$ cat config.mk
export PLATFORM = sky130hd
export DESIGN_NAME = plpe_div
export DESIGN_NICKNAME = d
export VERILOG_FILES = /design/src/rtl/plpe_pkg.sv /design/src/rtl/plpe_div.sv
export SDC_FILE = /design/constraint.sdc
export NUM_CORES = 1
export LEC_CHECK = 0
export ABC_AREA = 1
export BUFFER_PORTS_ARGS = -buffer_cell sky130_fd_sc_hd__buf_2
export CAP_MARGIN = 20
export CELL_PAD_IN_SITES_DETAIL_PLACEMENT = 1
export CELL_PAD_IN_SITES_GLOBAL_PLACEMENT = 2
export CORE_MARGIN = 2
export CORE_UTILIZATION = 29
export CTS_CLUSTER_DIAMETER = 50
export DETAILED_ROUTE_END_ITERATION = 6
export PLACE_DENSITY = 0.87
export SYNTH_ARGS = -nofsm -noshare
export SYNTH_HDL_FRONTEND = slang
export SYNTH_SLANG_ARGS = --single-unit
$ cat constraint.sdc
create_clock -name clock -period 3.05 [get_ports clock]
set_input_delay 0.915 -clock clock [delete_from_list [all_inputs] [get_ports clock]]
set_output_delay 0.915 -clock clock [all_outputs]
set_load 0.02 [all_outputs]
$ cat src/rtl/plpe_pkg.sv
// shared types, constants and helpers for the piecewise linear path evaluator
// no dependencies
`timescale 1ns / 1ps
`default_nettype none
package plpe_pkg;
   localparam int MaxPointsDef = 64;
   localparam int DimDef       = 4;
   localparam int FracBitsDef  = 16;

   typedef enum logic [2:0] {
      FUNC_STAGE = 3'd0, FUNC_APPEND = 3'd1, FUNC_CLEAR = 3'd2,
      FUNC_EVAL = 3'd3, FUNC_DERIV = 3'd4
   } func_type;

   typedef enum logic [2:0] {
      ST_OK = 3'd0, ST_CLAMP_FIRST = 3'd1, ST_CLAMP_LAST = 3'd2,
      ST_BAD_INTERVAL = 3'd3, ST_FULL = 3'd4, ST_EMPTY = 3'd5
   } status_type;

   // divider request and reply
   typedef struct packed {
      logic        start;
      logic [63:0] num;   // signed
      logic [31:0] den;   // positive
   } div_req_type;

   typedef struct packed {
      logic        done;
      logic [63:0] quo;   // signed floor quotient
   } div_rsp_type;

   function automatic logic [31:0] sat32(input logic signed [65:0] v);
      logic [31:0] r;
      if (v > 66'sd2147483647) r = 32'h7fff_ffff;
      else if (v < -66'sd2147483648) r = 32'h8000_0000;
      else r = v[31:0];
      return r;
   endfunction
endpackage
`default_nettype wire

$ cat src/rtl/plpe_div.sv
// shared serial divider: signed 64-bit numerator by positive 32-bit divisor,
// floor quotient, one bit per cycle. uses plpe_pkg
`timescale 1ns / 1ps
`default_nettype none
module plpe_div
   import plpe_pkg::*;
(
   input  wire         clock,
   input  wire         reset,
   input  wire div_req_type req,
   output div_rsp_type rsp
);
   logic        busy_ff, busy_in;
   logic [6:0]  cnt_ff, cnt_in;
   logic [63:0] quo_ff, quo_in;
   logic [32:0] rem_ff, rem_in;
   logic [31:0] den_ff, den_in;
   logic        neg_ff, neg_in;
   logic        done_ff, done_in;
   logic [32:0] trial;
   logic [63:0] mag;
   logic        nz;

   always_ff @(posedge clock) begin
      if (reset) begin
         busy_ff <= 1'b0;
         done_ff <= 1'b0;
      end else begin
         busy_ff <= busy_in;
         done_ff <= done_in;
      end
      cnt_ff <= cnt_in;
      quo_ff <= quo_in;
      rem_ff <= rem_in;
      den_ff <= den_in;
      neg_ff <= neg_in;
   end

   always_comb begin
      busy_in = busy_ff;
      done_in = 1'b0;
      cnt_in  = cnt_ff;
      quo_in  = quo_ff;
      rem_in  = rem_ff;
      den_in  = den_ff;
      neg_in  = neg_ff;
      trial   = {rem_ff[31:0], quo_ff[63]} - {1'b0, den_ff};
      mag     = req.num[63] ? (~req.num + 64'd1) : req.num;
      nz      = (rem_ff != 33'd0);
      if (req.start) begin
         busy_in = 1'b1;
         cnt_in  = 7'd0;
         quo_in  = mag;
         rem_in  = 33'd0;
         den_in  = req.den;
         neg_in  = req.num[63];
      end else if (busy_ff) begin
         if (cnt_ff == 7'd64) begin
            // floor for negative numerators
            busy_in = 1'b0;
            done_in = 1'b1;
            if (neg_ff) quo_in = ~quo_ff + 64'd1 - {63'd0, nz};
         end else begin
            cnt_in = cnt_ff + 7'd1;
            if (!trial[32]) begin
               rem_in = trial;
               quo_in = {quo_ff[62:0], 1'b1};
            end else begin
               rem_in = {rem_ff[31:0], quo_ff[63]};
               quo_in = {quo_ff[62:0], 1'b0};
            end
         end
      end
   end

   assign rsp.done = done_ff;
   assign rsp.quo  = quo_ff;
endmodule
`default_nettype wire

==> impl_metrics.tcl <==
set metrics [dict create \
    numPortBuffers 163 \
    period_share 0.958 \
    ir_worst_vdd_v 0.000476 \
    rsz0062_at_grt "yes" \
    avgSynthCellArea_um2 5.81 \
    num-fill-cells 7447 \
    power_leakage_nw 10.4 \
    track_usage 0.259 \
    p_per_area_nw_per_um2 453 \
    drt_iter0_drc 1121 \
    multi_input_area_um2 10700 \
    ant_nets 0 \
    hold_ws_ns 0.504 \
    crit_path_max_fanout 4 \
    status "finished clean" \
    overflow 0 \
    final-instance-count-excl-fill 3793 \
    skew_ns 0.0152 \
    grt_pass1_vias 19900 \
    maxCapViolations 0 \
    cp-start-kind "register" \
    post-route-util 0.360 \
    dp_hpwl_um 61500 \
    design.core.area_um2 55100 \
    cts_max_level 4 \
    gp_congestion 0.938 \
    ys_dominant_reg_cell "edfxtp_1" \
    cts_root_buf "clkbuf_16" \
    worstMarginPinSlew_ns 0.954 \
    max-slew-margin-rel 0.362 \
    dieArea_um2 57700 \
    wl_per_cell_um 19.5 \
    wl_um 74100 \
    yosys_warnings 0 \
    routed_via_density 4.99 \
    crit_start "rem_ff[25]$_SDFFE_PP0P_" \
    syn_to_final_growth_pct 22.7 \
    start_util 0.294 \
    grt_first_pass_wirelength_um 112000 \
    path_class "register to register" \
    synth-edff-count 97 \
    ys_ff_latch 139 \
    cts.sinks 139 \
    rrSetupSlack_ns 0.13 \
    slew_violations 0 \
    cp_data_arrival_time_ns 3.16 \
    p_total_mw 8.99 \
    path_clk_slew_ns 0.08 \
    layout_common_cells "nand2_1 (911), inv_1 (500), nor2_1 (254)" \
    min_delay_path_depth 2 \
    r2r-end "quo_ff[23]$_DFFE_PP_" \
    finalSetupTns_ns 0 \
    async_flop_share 0 \
    period_minus_slack_ns 2.92 \
    ys_seq_area_frac 0.232 \
    antenna_found_initial 10 \
    final_common_cell "nand2_1" \
    rr_startpoint "rem_ff[25]$_SDFFE_PP0P_" \
    cp.required_ns 3.29 \
    cp-end-kind "register" \
    hold_end "cnt_ff[3]$_SDFFE_PP0P_" \
    grt_max_degree 71 \
    ctsHoldBuffers 0 \
    rows 86 \
    drc_errors 0 \
    post_route_cells_drive_above_1_share 0.165 \
    finalNetCount 3233 \
    clk_latency_ns 0.52 \
    rr_worst_depth 17 \
    fmax_mhz 342 \
    die_h_um 240 \
    postSynthCellCount 2785 \
    clk_path_buf_depth 2 \
    hold_start "cnt_ff[3]$_SDFFE_PP0P_" \
    numCtsBuffers 17 \
    vias 18900 \
    firstDrtPassIters 5 \
    hold_violations 0 \
    synth_area_um2 16200 \
    die_x_um 240 \
    cts_tree "built" \
    setup_viol 0 \
    ios 164 \
    synthDistinctLibCells 50 \
    regArea_um2 3760 \
    place_inst 3747 \
    min_path_type "register to register" \
    syn_nets 2988 \
]
-- what timing repair did --
item	4_1_cts	5_1_grt
gates cloned	1	1
endpoints found under the hold margin	0	0
setup endpoints to repair	78	82
resized for setup	63	79
setup buffers	4	7
pin swaps	28	40
-- logic make-up (layout without fill, tap and decap cells) --
| logic type | after synthesis | after routing | share of synthesized area |
|---|---|---|---|
| other | 0 | 2 | 0 |
| AO/OA/AOI/OAI | 376 | 376 | 0.124 |
| flip-flops | 139 | 139 | 0.232 |
| XOR/XNOR | 55 | 55 | 0.0298 |
| buffers and inverters | 587 | 845 | 0.138 |
| adder cells (fa/ha/maj) | 104 | 104 | 0.0809 |
| AND/OR/NAND/NOR | 1524 | 1524 | 0.395 |
-- layout make-up --
class	instances	share of cell area
Multi-Input combinational cell	2059	0.539
Sequential cell	139	0.189
Tap cell	748	0.0471
Clock inverter	15	0.00888
Antenna cell	2	0.000252
Timing Repair Buffer	277	0.0922
Clock buffer	17	0.0214
Inverter	536	0.102
-- worst max path at each step --
stage                        endpoint  cells after the start  slack (ns)
2_1_floorplan     quo_ff[0]$_DFFE_PP_                     19       -0.10
3_3_place_gp   rem_ff[9]$_SDFFE_PP0P_                     18       -0.33
3_5_place_dp   rem_ff[7]$_SDFFE_PP0P_                     18       -0.39
4_1_cts          quo_ff[49]$_DFFE_PP_                     20      -0.004
5_1_grt          quo_ff[45]$_DFFE_PP_                     18       -0.04
6_report         quo_ff[23]$_DFFE_PP_                     17        0.13
-- worst max-delay path: stages (launching register included) --
cell and delay [ns]:
dfxtp_2 0.34, nor4_4 0.26, buf_4 0.16, nand4_1 0.16, nor3_2 0.25, ha_4 0.22
ha_4 0.14, inv_2 0.04, ha_2 0.17, inv_2 0.05, nand3_2 0.09, nand3_4 0.10
nand3_1 0.14, nand3_4 0.14, buf_4 0.13, xor2_1 0.05, o21ai_0 0.14, nand2_1 0.07
-- layer usage --
metal / global-route usage / share of wire / vias to the layer above
li1: - / - / 9247
met1: 0.312 / 0.43 / 9044
met2: 0.450 / 0.48 / 455
met3: 0.0406 / 0.045 / 148
met4: 0.123 / 0.045 / 16
met5: 0 / 0.0013 / -
-- sequential cells by signal, indices dropped and copies added (netlist names) --
register	cells
rem_ff	33
den_ff	32
done_ff	1
quo_ff	64
cnt_ff	7
neg_ff	1
busy_ff	1
-- where the power goes --
part	leakage (nW)	switching, mW	total (mW)	internal, mW
combinational	8.76	2.89	4.29	1.40
sequential	1.33	0.165	2.38	2.21
clock	0.297	1.09	2.33	1.23
-- per-stage QoR --
step,instance area [um^2],worst slack (ns)
after detailed placement,18600,-0.387
after global routing,19900,-0.0359
final,19900,0.128
after floorplan,16200,-0.105
after global placement,18600,-0.332
after CTS,19500,-0.00432
-- Yosys cell counts (all sizes together) (6+ instances only) --
cell,instances,area share
edfxtp,97,0.18
buf,21,0.0062
clkbuf,30,0.0070
nor2,283,0.073
xor2,52,0.028
nor4,16,0.0062
a21oi,190,0.059
nand4,29,0.011
nand3,178,0.060
o22ai,6,0.0023
dfxtp,42,0.052
nor3,36,0.013
inv,531,0.12
o21bai,10,0.0049
o21ai,147,0.047
nand2,970,0.23
ha,103,0.080
Power figures use the tool's default switching activity.
